### src/hw/rtl/vpa_pkg.sv
// vpa_pkg: shared types and codes for the variable partition allocator
// no dependencies
package vpa_pkg;

   localparam int unsigned FIELD_W = 16;

   typedef logic [2:0]  status_type;
   localparam status_type ST_OK        = 3'd0;
   localparam status_type ST_BAD_SIZE  = 3'd1;
   localparam status_type ST_NO_SPACE  = 3'd2;
   localparam status_type ST_BAD_ID    = 3'd3;
   localparam status_type ST_FULL      = 3'd4;

   typedef logic [1:0] csr_index_type;
   localparam csr_index_type CSR_FIT_MODE = 2'd0;
   localparam csr_index_type CSR_MEM_TOTAL = 2'd1;
   localparam csr_index_type CSR_SLACK     = 2'd2;

   localparam logic [1:0] FIT_FIRST = 2'd0;
   localparam logic [1:0] FIT_BEST  = 2'd1;
   localparam logic [1:0] FIT_WORST = 2'd2;

   localparam logic [15:0] MEM_TOTAL_RESET = 16'd1024;
   localparam logic [7:0]  SLACK_RESET     = 8'd10;
   localparam logic [15:0] ID_MAX          = 16'hFFFF;

   typedef enum logic [3:0] {
      S_IDLE,
      S_ALLOC_SCAN,
      S_ALLOC_SLOT,
      S_ALLOC_APPLY,
      S_REMOVE_SHIFT,
      S_FREE_FIND,
      S_FREE_POS,
      S_FREE_APPLY,
      S_INSERT_SHIFT,
      S_RESPOND
   } state_type;

   typedef struct packed {
      logic        req_type;
      logic [15:0] alloc_size;
      logic [15:0] free_id;
   } req_type_type;

   typedef struct packed {
      status_type  status;
      logic [15:0] block_id;
      logic [15:0] block_addr;
      logic [15:0] block_size;
   } rsp_type;

endpackage

### src/hw/rtl/vpa_if.sv
// vpa_if: valid/ready channel carrying one payload beat
// depends on nothing but the payload type given by the instantiator
interface vpa_if #(
   parameter type payload_type = logic
);
   logic        valid;
   logic        ready;
   payload_type data;

   modport source (output valid, output data, input ready);
   modport sink   (input valid, input data, output ready);
endinterface

### src/hw/rtl/vpa_seq.sv
// vpa_seq: sequencer and shared compare/add unit of the allocator
// depends on vpa_pkg; walks free and used tables one entry per cycle
module vpa_seq #(
   parameter int unsigned FREE_SLOTS = 16,
   parameter int unsigned USED_SLOTS = 16
) (
   input  logic                 clock,
   input  logic                 reset,
   input  logic                 start,
   input  vpa_pkg::req_type_type req,
   input  logic [1:0]           fit_mode,
   input  logic [15:0]          mem_total,
   input  logic [7:0]           slack_limit,
   input  logic                 seg_reload,
   output logic                 busy,
   output logic                 any_used,
   output logic                 done,
   output vpa_pkg::rsp_type     rsp
);
   import vpa_pkg::*;

   localparam int unsigned FW = $clog2(FREE_SLOTS);
   localparam int unsigned UW = $clog2(USED_SLOTS);
   localparam int unsigned FC = $clog2(FREE_SLOTS + 1);
   localparam int unsigned UC = $clog2(USED_SLOTS + 1);

   // table storage
   logic [15:0] fst_ff [FREE_SLOTS];
   logic [15:0] fln_ff [FREE_SLOTS];
   logic [FC-1:0] fcnt_ff;
   logic [15:0] uid_ff [USED_SLOTS];
   logic [15:0] ust_ff [USED_SLOTS];
   logic [15:0] uln_ff [USED_SLOTS];
   logic [USED_SLOTS-1:0] uval_ff;
   logic [15:0] next_id_ff;

   state_type state_ff, state_in;
   logic [FC-1:0] fi_ff;      // free scan pointer
   logic [UC-1:0] ui_ff;      // used scan pointer
   logic [FW-1:0] pick_ff;
   logic          found_ff;
   logic [15:0]   plen_ff;
   logic [15:0]   addr_ff, len_ff;
   rsp_type       rsp_ff;
   req_type_type  req_ff;
   logic [1:0]    mode_ff;

   assign busy     = (state_ff != S_IDLE);
   assign any_used = |uval_ff;
   assign rsp      = rsp_ff;
   assign done     = (state_ff == S_RESPOND);

   // current entries under the scan pointers
   logic [FW-1:0] fidx;
   logic [UW-1:0] uidx;
   logic [15:0]   cur_len, cur_st;
   logic          f_end, u_end;
   assign fidx    = fi_ff[FW-1:0];
   assign uidx    = ui_ff[UW-1:0];
   assign f_end   = (fi_ff >= fcnt_ff);
   assign u_end   = (ui_ff == UC'(USED_SLOTS));
   assign cur_len = fln_ff[fidx];
   assign cur_st  = fst_ff[fidx];

   // shared arithmetic unit
   logic [16:0] rem;
   logic        fits;
   assign fits = (cur_len >= req_ff.alloc_size);
   assign rem  = {1'b0, fln_ff[pick_ff]} - {1'b0, req_ff.alloc_size};

   logic left_adj, right_adj;
   logic [FW-1:0] pm1;
   assign pm1 = fidx - FW'(1);
   assign left_adj  = (fi_ff != '0) &&
                      ({1'b0, fst_ff[pm1]} + {1'b0, fln_ff[pm1]} == {1'b0, addr_ff});
   assign right_adj = !f_end && ({1'b0, addr_ff} + {1'b0, len_ff} == {1'b0, cur_st});

   // next state
   always_comb begin
      state_in = state_ff;
      unique case (state_ff)
         S_IDLE: begin
            if (start) state_in = start && req.req_type ? S_FREE_FIND :
                                  (req.alloc_size == '0 ? S_RESPOND : S_ALLOC_SCAN);
         end
         S_ALLOC_SCAN: begin
            if (f_end || (fits && mode_ff == FIT_FIRST))
               state_in = (found_ff || (!f_end && fits)) ? S_ALLOC_SLOT : S_RESPOND;
         end
         S_ALLOC_SLOT: begin
            if (u_end) state_in = S_RESPOND;
            else if (!uval_ff[uidx]) state_in = S_ALLOC_APPLY;
         end
         S_ALLOC_APPLY: state_in = (rem[15:0] <= {8'd0, slack_limit}) ?
                                   S_REMOVE_SHIFT : S_RESPOND;
         S_REMOVE_SHIFT: if (fi_ff + FC'(1) >= fcnt_ff) state_in = S_RESPOND;
         S_FREE_FIND: begin
            if (u_end) state_in = S_RESPOND;
            else if (uval_ff[uidx] && uid_ff[uidx] == req_ff.free_id) state_in = S_FREE_POS;
         end
         S_FREE_POS: if (f_end || cur_st >= addr_ff) state_in = S_FREE_APPLY;
         S_FREE_APPLY: begin
            if (left_adj && right_adj) state_in = S_REMOVE_SHIFT;
            else if (left_adj || right_adj) state_in = S_RESPOND;
            else if (fcnt_ff == FC'(FREE_SLOTS)) state_in = S_RESPOND;
            else state_in = S_INSERT_SHIFT;
         end
         S_INSERT_SHIFT: if (fi_ff == {1'b0, pick_ff}) state_in = S_RESPOND;
         S_RESPOND: state_in = S_IDLE;
         default: state_in = S_IDLE;
      endcase
   end

   always_ff @(posedge clock) begin
      if (reset) state_ff <= S_IDLE;
      else       state_ff <= state_in;
   end

   // datapath and tables
   always_ff @(posedge clock) begin
      if (reset) begin
         fcnt_ff    <= FC'(1);
         fst_ff[0]  <= '0;
         fln_ff[0]  <= MEM_TOTAL_RESET;
         uval_ff    <= '0;
         next_id_ff <= 16'd1;
      end else begin
         if (seg_reload) begin
            fcnt_ff   <= FC'(1);
            fst_ff[0] <= '0;
            fln_ff[0] <= mem_total;
         end
         case (state_ff)
            S_IDLE: begin
               req_ff   <= req;
               mode_ff  <= (fit_mode == 2'd3) ? FIT_FIRST : fit_mode;
               fi_ff    <= '0;
               ui_ff    <= '0;
               found_ff <= 1'b0;
               rsp_ff   <= '{status: (start && !req.req_type && req.alloc_size == '0)
                                     ? ST_BAD_SIZE : ST_OK, default: '0};
            end
            S_ALLOC_SCAN: begin
               if (!f_end && fits) begin
                  if (!found_ff || (mode_ff == FIT_BEST && cur_len <= plen_ff) ||
                      (mode_ff == FIT_WORST && cur_len >= plen_ff)) begin
                     pick_ff <= fidx;
                     plen_ff <= cur_len;
                  end
                  found_ff <= 1'b1;
               end
               fi_ff <= fi_ff + FC'(1);
               if (f_end && !found_ff) rsp_ff.status <= ST_NO_SPACE;
            end
            S_ALLOC_SLOT: begin
               if (u_end) rsp_ff.status <= ST_FULL;
               else if (uval_ff[uidx]) ui_ff <= ui_ff + UC'(1);
            end
            S_ALLOC_APPLY: begin
               uid_ff[uidx]  <= next_id_ff;
               ust_ff[uidx]  <= fst_ff[pick_ff];
               uval_ff[uidx] <= 1'b1;
               rsp_ff.block_id   <= next_id_ff;
               rsp_ff.block_addr <= fst_ff[pick_ff];
               next_id_ff <= (next_id_ff == ID_MAX) ? 16'd1 : next_id_ff + 16'd1;
               fi_ff <= {1'b0, pick_ff};
               if (rem[15:0] <= {8'd0, slack_limit}) begin
                  uln_ff[uidx] <= fln_ff[pick_ff];
                  rsp_ff.block_size <= fln_ff[pick_ff];
               end else begin
                  uln_ff[uidx] <= req_ff.alloc_size;
                  rsp_ff.block_size <= req_ff.alloc_size;
                  fst_ff[pick_ff] <= fst_ff[pick_ff] + req_ff.alloc_size;
                  fln_ff[pick_ff] <= rem[15:0];
               end
            end
            S_REMOVE_SHIFT: begin
               if (fi_ff + FC'(1) >= fcnt_ff) fcnt_ff <= fcnt_ff - FC'(1);
               else begin
                  fst_ff[fidx] <= fst_ff[fidx + FW'(1)];
                  fln_ff[fidx] <= fln_ff[fidx + FW'(1)];
               end
               fi_ff <= fi_ff + FC'(1);
            end
            S_FREE_FIND: begin
               if (u_end) rsp_ff.status <= ST_BAD_ID;
               else if (uval_ff[uidx] && uid_ff[uidx] == req_ff.free_id) begin
                  addr_ff <= ust_ff[uidx];
                  len_ff  <= uln_ff[uidx];
               end else ui_ff <= ui_ff + UC'(1);
            end
            S_FREE_POS: if (!(f_end || cur_st >= addr_ff)) fi_ff <= fi_ff + FC'(1);
            S_FREE_APPLY: begin
               // refused when the block touches nothing and the free table is full
               if (!left_adj && !right_adj && fcnt_ff == FC'(FREE_SLOTS)) begin
                  rsp_ff <= '{status: ST_FULL, default: '0};
               end else begin
                  rsp_ff.block_id   <= req_ff.free_id;
                  rsp_ff.block_addr <= addr_ff;
                  rsp_ff.block_size <= len_ff;
                  uval_ff[uidx]     <= 1'b0;
               end
               if (left_adj && right_adj) begin
                  fln_ff[pm1] <= fln_ff[pm1] + len_ff + cur_len;
               end else if (left_adj) begin
                  fln_ff[pm1] <= fln_ff[pm1] + len_ff;
               end else if (right_adj) begin
                  fst_ff[fidx] <= addr_ff;
                  fln_ff[fidx] <= cur_len + len_ff;
               end else if (fcnt_ff != FC'(FREE_SLOTS)) begin
                  pick_ff <= fidx;
                  fi_ff   <= fcnt_ff;
                  fcnt_ff <= fcnt_ff + FC'(1);
               end
            end
            S_INSERT_SHIFT: begin
               if (fi_ff == {1'b0, pick_ff}) begin
                  fst_ff[pick_ff] <= addr_ff;
                  fln_ff[pick_ff] <= len_ff;
               end else begin
                  fst_ff[fidx] <= fst_ff[fidx - FW'(1)];
                  fln_ff[fidx] <= fln_ff[fidx - FW'(1)];
                  fi_ff <= fi_ff - FC'(1);
               end
            end
            default: ;
         endcase
      end
   end

endmodule

### src/hw/rtl/variable_partition_allocator.sv
// variable_partition_allocator: top level with channels, csr and output register
// depends on vpa_pkg, vpa_if and vpa_seq
//
// Allocates and frees variable size blocks in [0, mem_total). One request beat is
// handled at a time: the sequencer walks the free table and used table one entry
// per cycle. The longest request is an allocate that scans every segment, searches
// every used slot and then closes up the free table; the response beat is then
// presented from the output register. req.ready is low from acceptance until the
// response beat has been taken.
module variable_partition_allocator #(
   parameter int unsigned FREE_SLOTS = 16,
   parameter int unsigned USED_SLOTS = 16
) (
   input  logic        clock,
   input  logic        reset,
   vpa_if.sink         req,
   vpa_if.source       rsp,
   input  logic        csr_write_enable,
   input  logic [1:0]  csr_index,
   input  logic [15:0] csr_write_data
);
   import vpa_pkg::*;

   logic [1:0]  fit_mode_ff;
   logic [7:0]  slack_ff;
   logic        busy, any_used, done, reload;
   rsp_type     seq_rsp;
   logic        rsp_valid_ff;
   rsp_type     rsp_data_ff;
   logic        start;

   assign start     = req.valid && req.ready;
   assign req.ready = !busy && !rsp_valid_ff;
   // a nonzero range write with no block out rebuilds the free table directly from the write data
   assign reload    = csr_write_enable && csr_index == CSR_MEM_TOTAL &&
                      csr_write_data != '0 && !any_used;

   // configuration registers
   always_ff @(posedge clock) begin
      if (reset) begin
         fit_mode_ff  <= FIT_FIRST;
         slack_ff     <= SLACK_RESET;
      end else if (csr_write_enable) begin
         unique case (csr_index)
            CSR_FIT_MODE:  fit_mode_ff <= csr_write_data[1:0];
            CSR_MEM_TOTAL: ;
            CSR_SLACK:     slack_ff <= csr_write_data[7:0];
            default: ;
         endcase
      end
   end

   vpa_seq #(.FREE_SLOTS(FREE_SLOTS), .USED_SLOTS(USED_SLOTS)) u_seq (
      .clock, .reset, .start, .req(req.data),
      .fit_mode(fit_mode_ff), .mem_total(csr_write_data), .slack_limit(slack_ff),
      .seg_reload(reload), .busy, .any_used, .done, .rsp(seq_rsp)
   );

   // response register
   always_ff @(posedge clock) begin
      if (reset) rsp_valid_ff <= 1'b0;
      else if (done) rsp_valid_ff <= 1'b1;
      else if (rsp.ready) rsp_valid_ff <= 1'b0;
   end
   always_ff @(posedge clock) if (done) rsp_data_ff <= seq_rsp;

   assign rsp.valid = rsp_valid_ff;
   assign rsp.data  = rsp_data_ff;

endmodule

### src/flat_wrapper.sv
// flat-port wrapper written by rule: the top's interface ports become plain ports
module variable_partition_allocator_flat import vpa_pkg::*;
#(
   parameter int unsigned FREE_SLOTS = 16,
   parameter int unsigned USED_SLOTS = 16
)
  (clock, reset, csr_write_enable, csr_index, csr_write_data, req_valid, req_data, req_ready, rsp_valid, rsp_data, rsp_ready);
  vpa_if #(.payload_type(req_type_type)) req_i ();
  vpa_if #(.payload_type(rsp_type)) rsp_i ();
  input  logic clock;
  input  logic reset;
  input  logic csr_write_enable;
  input  logic [1:0] csr_index;
  input  logic [15:0] csr_write_data;
  input wire logic [$bits(req_i.valid)-1:0] req_valid;
  input wire logic [$bits(req_i.data)-1:0] req_data;
  output wire logic [$bits(req_i.ready)-1:0] req_ready;
  output wire logic [$bits(rsp_i.valid)-1:0] rsp_valid;
  output wire logic [$bits(rsp_i.data)-1:0] rsp_data;
  input wire logic [$bits(rsp_i.ready)-1:0] rsp_ready;
  assign req_i.valid = req_valid;
  assign req_i.data = req_data;
  assign req_ready = req_i.ready;
  assign rsp_valid = rsp_i.valid;
  assign rsp_data = rsp_i.data;
  assign rsp_i.ready = rsp_ready;
  variable_partition_allocator #(.FREE_SLOTS(FREE_SLOTS), .USED_SLOTS(USED_SLOTS)) u_core (.clock(clock), .reset(reset), .req(req_i), .rsp(rsp_i), .csr_write_enable(csr_write_enable), .csr_index(csr_index), .csr_write_data(csr_write_data));
endmodule
### config.mk
export PLATFORM = sky130hd
export DESIGN_NAME = variable_partition_allocator_flat
export DESIGN_NICKNAME = d
export VERILOG_FILES = /design/src/hw/rtl/vpa_pkg.sv /design/src/hw/rtl/vpa_if.sv /design/src/hw/rtl/vpa_seq.sv /design/src/hw/rtl/variable_partition_allocator.sv /design/src/flat_wrapper.sv
export SDC_FILE = /design/constraint.sdc
export NUM_CORES = 2
export LEC_CHECK = 0
export ABC_CLOCK_PERIOD_IN_PS = 19800
export BUFFER_PORTS_ARGS = -buffer_cell sky130_fd_sc_hd__buf_2
export CAP_MARGIN = 20
export CORE_UTILIZATION = 55
export CTS_BUF_LIST = sky130_fd_sc_hd__clkbuf_8
export CTS_CLUSTER_SIZE = 20
export DETAILED_ROUTE_END_ITERATION = 10
export HOLD_SLACK_MARGIN = 0.02
export PLACE_DENSITY = 0.68
export RECOVER_POWER = 100
export SYNTH_ARGS = -nofsm -noshare
export SYNTH_HDL_FRONTEND = slang
export SYNTH_SLANG_ARGS = --single-unit
### constraint.sdc
create_clock -name clock -period 19.8 [get_ports clock]
set_input_delay 0 -clock clock [delete_from_list [all_inputs] [get_ports clock]]
set_output_delay 0 -clock clock [all_outputs]
set_load 0.01 [all_outputs]
==> impl_summary.txt <==
----------------------------------------------------
[Routing]
  Via density ... 7.14
  Drc violations ... 16
  DRT iter0 DRCs ... 7654
  Post-route ant nets ... 0
  Wirelength, routed ... ~250000 um
  Drt wl/cell ... 34.6 um
  Via total after detailed routing ... 51200
  Total iterations of the first detailed-routing run ... 11

[Setup path]
  Signal arrival time at the worst endpoint ... around 15 ns
  Required time at the worst-slack endpoint ... 20.45 ns
  Maximum fanout along the worst path ... ~100
  Startpoint types ... register
  Worst Setup Path Type ... reg -> reg
  Crit. End Element ... register

[Yosys]
  Leading register cell type out of synthesis ... edfxtp_1
  Cell accounting for the most synthesized area ... edfxtp_1
  Net count of the mapped netlist ... 4970
  Share of flip-flops with an asynchronous set or reset after synthesis ... 0
  Top cells by area in the synthesized netlist ... edfxtp_1 (55%), mux4_2 (24%), ha_1 (2.8%), dfxtp_1 (1.6%), nand2_1 (1.0%)
  Post-synthesis area per instance ... 16.9 um2
  Synthesized flop and latch total ... ~1500
  Top cell type's share of synthesized area ... 0.555
  Most numerous cell in the Yosys netlist ... edfxtp_1
  Count of synthesis-stage warnings from yosys ... 0
  Cell count after synthesis ... 4725
  Number of library cell types mapped by synthesis ... 94
  Netlist area before placement ... about 80000 um2
  Proportion of synthesized chip area in sequential cells ... 0.571
  Number of enable-type register cells in the synthesized netlist ... ~1500
  Most used standard cells in the synthesized netlist ... edfxtp_1 (1479), mux4_2 (862), nand2_1 (223)

[Timing]
  Transition time at the pin with the least slew margin ... 8.71 ns
  Fraction of the cycle the final worst path needs ... 0.738
  Crit path time final ... 14.62 ns
  Upper clock frequency limit ... 68.4 MHz
  Post-route clock skew ... 0.106 ns
  Worst hold slack after final layout ... 0.0845 ns
  Final max-slew violation count ... 1748
  TNS Setup ... 0 ns
  Unrepaired setup endpoints after global routing ... false
  Final count of negative-setup-slack endpoints ... 0
  Worst relative slew slack ... -4.80
  Number of hold violations in the final report ... 0

[Clock tree]
  Count of H-tree levels built during CTS ... 5
  Post-CTS setup buffers ... 0
  Total clock sinks ... between 1500 and 2000
  CTS tree ... done
  Source-to-sink clock delay at the later pin of the worst-skew pair ... approximately 1.0 ns
  Clock input transition at the sequential cells of the worst setup and hold paths ... 0.06 ns
  Clk buf depth ... 4
  Number of buffers added by the clock tree synthesis step ... roughly 270
  Clk root buf ... clkbuf_8

[Power and ir drop]
  Cell-internal power ... between 9 and 10 mW
  Sequential Power Share ... 0.284
  Switching power share of the total ... 0.395
  Combinational share of power ... 0.526
  Net Sw Power ... 5.97 mW
  Power density relative to cell area ... 170 nW/um2
  Leakage power of the design ... 29.5 nW
  Fraction of power consumed by the clock network ... 0.190
  Max IR drop VDD ... 0.150 mV

[Layout]
  Layout cells sized above 1 ... 0.272
  Filler Cells Inserted ... 10400
  Post-layout net count ... 5312
  Synthesis-to-finish area growth ... 11.4%

[Place]
  Gp weighted congestion ... 0.987
  Estimated wirelength of the detail-placed design ... 156000 um
  Number of port buffers ... about 110

[Global routing]
  Met1 usage in global routing ... 0.483
  Total GRT Usage ... 0.340
  Antenna violations before repair ... 11
  Number of global-route vias before repair ... 49600
  GRT overflow ... 0
  Layer with the highest usage ... met2
  Met2 Resource Use GR ... 0.502
  Global Route met3 Usage ... 0.0872
  First-pass GRT wire length ... 355000 um
  Largest net degree at the start of global routing ... approximately 130

[Die]
  Vertical die dimension ... 384 um
  I/O pin total ... 109
  Starting density of the core ... 0.556
  DIE AREA ... 147000 um2
  Core region area ... 144000 um2
  FP Rows ... 139
  Chip Width ... 384 um

[Outcome]
  Violations in the final reports ... DRC, capacitance limit, slew limit
  Outcome ... finished, violations left

[Min path]
  Type of the worst min-delay path ... in -> reg

[Flow run]
  Max-cap violations ... 46

----------------------------------------------------
[cell families (layout without fill, tap and decap cells)]
family / Yosys count / in the layout / share of synthesized area
AOI/OAI and AO/OA: 639 / 639 / 0.0539
and+or+nand+nor: 804 / 804 / 0.0500
xor gates and xnor gates: 147 / 147 / 0.0163
buffers and inverters: 423 / 948 / 0.0208
other: 0 / 10 / 0
muxes: 980 / 980 / 0.258
DFF: 1543 / 1543 / 0.571
adders and majority gates: 189 / 189 / 0.0302
[power groups by stage]
stage               clock network (mW)  registers [mW]  logic, mW
detailed placement                   0            4.35       7.50
finish                            2.87            4.30       7.95
floorplan                            0            4.20       5.45
global placement                     0            4.35       7.47
CTS                               2.90            4.29       7.56
global route                      3.03            4.31       8.45
[metal layers]
layer,vias up,part of all wire
met3,672,0.12
met4,8,0.045
met5,-,0.00017
met2,3602,0.45
met1,26400,0.38
li1,20500,-
[through the flow]
stage / instance area (um2) / util / std cells / power [mW] / setup WS [ns]
final: 89200 / 0.619 / 7163 / 15.1 / 5.18
after global routing: 89200 / 0.619 / 7155 / 15.8 / 4.23
after CTS: 89600 / 0.622 / 7144 / 14.7 / 9.12
after detailed placement: 83200 / 0.578 / 6559 / 11.9 / 9.14
after global placement: 83200 / 0.578 / 6557 / 11.8 / 9.26
after floorplan: 80100 / - / 4725 / 9.65 / 10.17
[layout by cell type (no fill, tap or decap), types with 19 or more instances in the layout]
cell / netlist / layout
nor3_1: 65 / 59
dlygate4sd3_1: 0 / 126
nand3_1: 63 / 63
or3_1: 23 / 23
nor2_1: 182 / 160
clkinv_1: 1 / 47
mux4_2: 862 / 862
clkinv_2: 0 / 38
xnor2_1: 92 / 89
and3_1: 36 / 35
ha_1: 182 / 181
nand4_1: 35 / 35
xor2_1: 54 / 53
o21ai_0: 129 / 129
buf_4: 3 / 71
inv_1: 118 / 175
a22o_1: 34 / 34
clkbuf_1: 190 / 130
dfxtp_1: 64 / 57
o21a_1: 24 / 24
nand2b_1: 21 / 21
a211oi_1: 50 / 50
buf_2: 15 / 39
nand2_1: 223 / 222
a21o_1: 51 / 51
a21oi_1: 140 / 140
nor2b_1: 39 / 37
mux2_1: 0 / 21
nor4_1: 21 / 20
mux2_2: 35 / 19
and2_1: 32 / 20
mux2i_1: 78 / 78
a31oi_1: 26 / 25
clkbuf_8: 0 / 291
edfxtp_1: 1479 / 1479
[worst max-delay path, cell delays in order (launching register included)]
cell      delay [ns]
dfxtp_1         1.32
clkbuf_1        6.08
mux2i_1         0.53
a221oi_1        0.57
nor2_1          0.08
o21ai_0         1.02
xnor2_1         0.17
xnor2_1         0.19
nor4_1          0.34
clkbuf_1        0.44
nand3_1         0.16
nand2_1         0.77
a21boi_0        0.77
nor3_1          1.33
buf_4           0.41
[timing repair]
| action | CTS | global route |
|---|---|---|
| gates resized for setup | 0 | 0 |
| hold buffers | 126 | 0 |
| endpoints found under the hold margin | 139 | 0 |
[worst paths after layout]
check,depth (start not counted),slack [ns],endpoint,start
max reg2reg,14,5.18,u_core.u_seq.fst_ff[7][15]$_DFFE_PP_,register
max,14,5.18,u_core.u_seq.fst_ff[7][15]$_DFFE_PP_,register
min,4,0.08,u_core.u_seq.fln_ff[0][7]$_DFFE_PP_,csr_write_data[7]
min reg2reg,0,0.40,u_core.rsp.data[36]$_DFFE_PP_,u_core.u_seq.rsp[36]$_DFFE_PP_
[sequential cells by signal, indices dropped and copies added, names as in the netlist, 8 cells and up, named ones only]
| signal | flops |
|---|---|
| u_core.rsp.data | 51 |
| u_core.slack_ff | 8 |
| u_core.u_seq.addr_ff | 16 |
| u_core.u_seq.fln_ff | 256 |
| u_core.u_seq.fst_ff | 256 |
| u_core.u_seq.len_ff | 16 |
| u_core.u_seq.next_id_ff | 16 |
| u_core.u_seq.plen_ff | 16 |
| u_core.u_seq.req_ff | 32 |
| u_core.u_seq.rsp | 51 |
| u_core.u_seq.uid_ff | 256 |
| u_core.u_seq.uln_ff | 256 |
| u_core.u_seq.ust_ff | 256 |
[final cells by class]
class                      count  area, um2  area share
clock buffer                 291       4010      0.0449
timing repair buffer         369       2530      0.0283
clock inverter               168       1140      0.0128
tap                         1903       2380      0.0267
multi-input combinational   2759      32900       0.369
sequential                  1543      45700       0.513
antenna                       10       25.0    0.000281
inverter                     120        453     0.00508
Power figures use the tool's default switching activity.
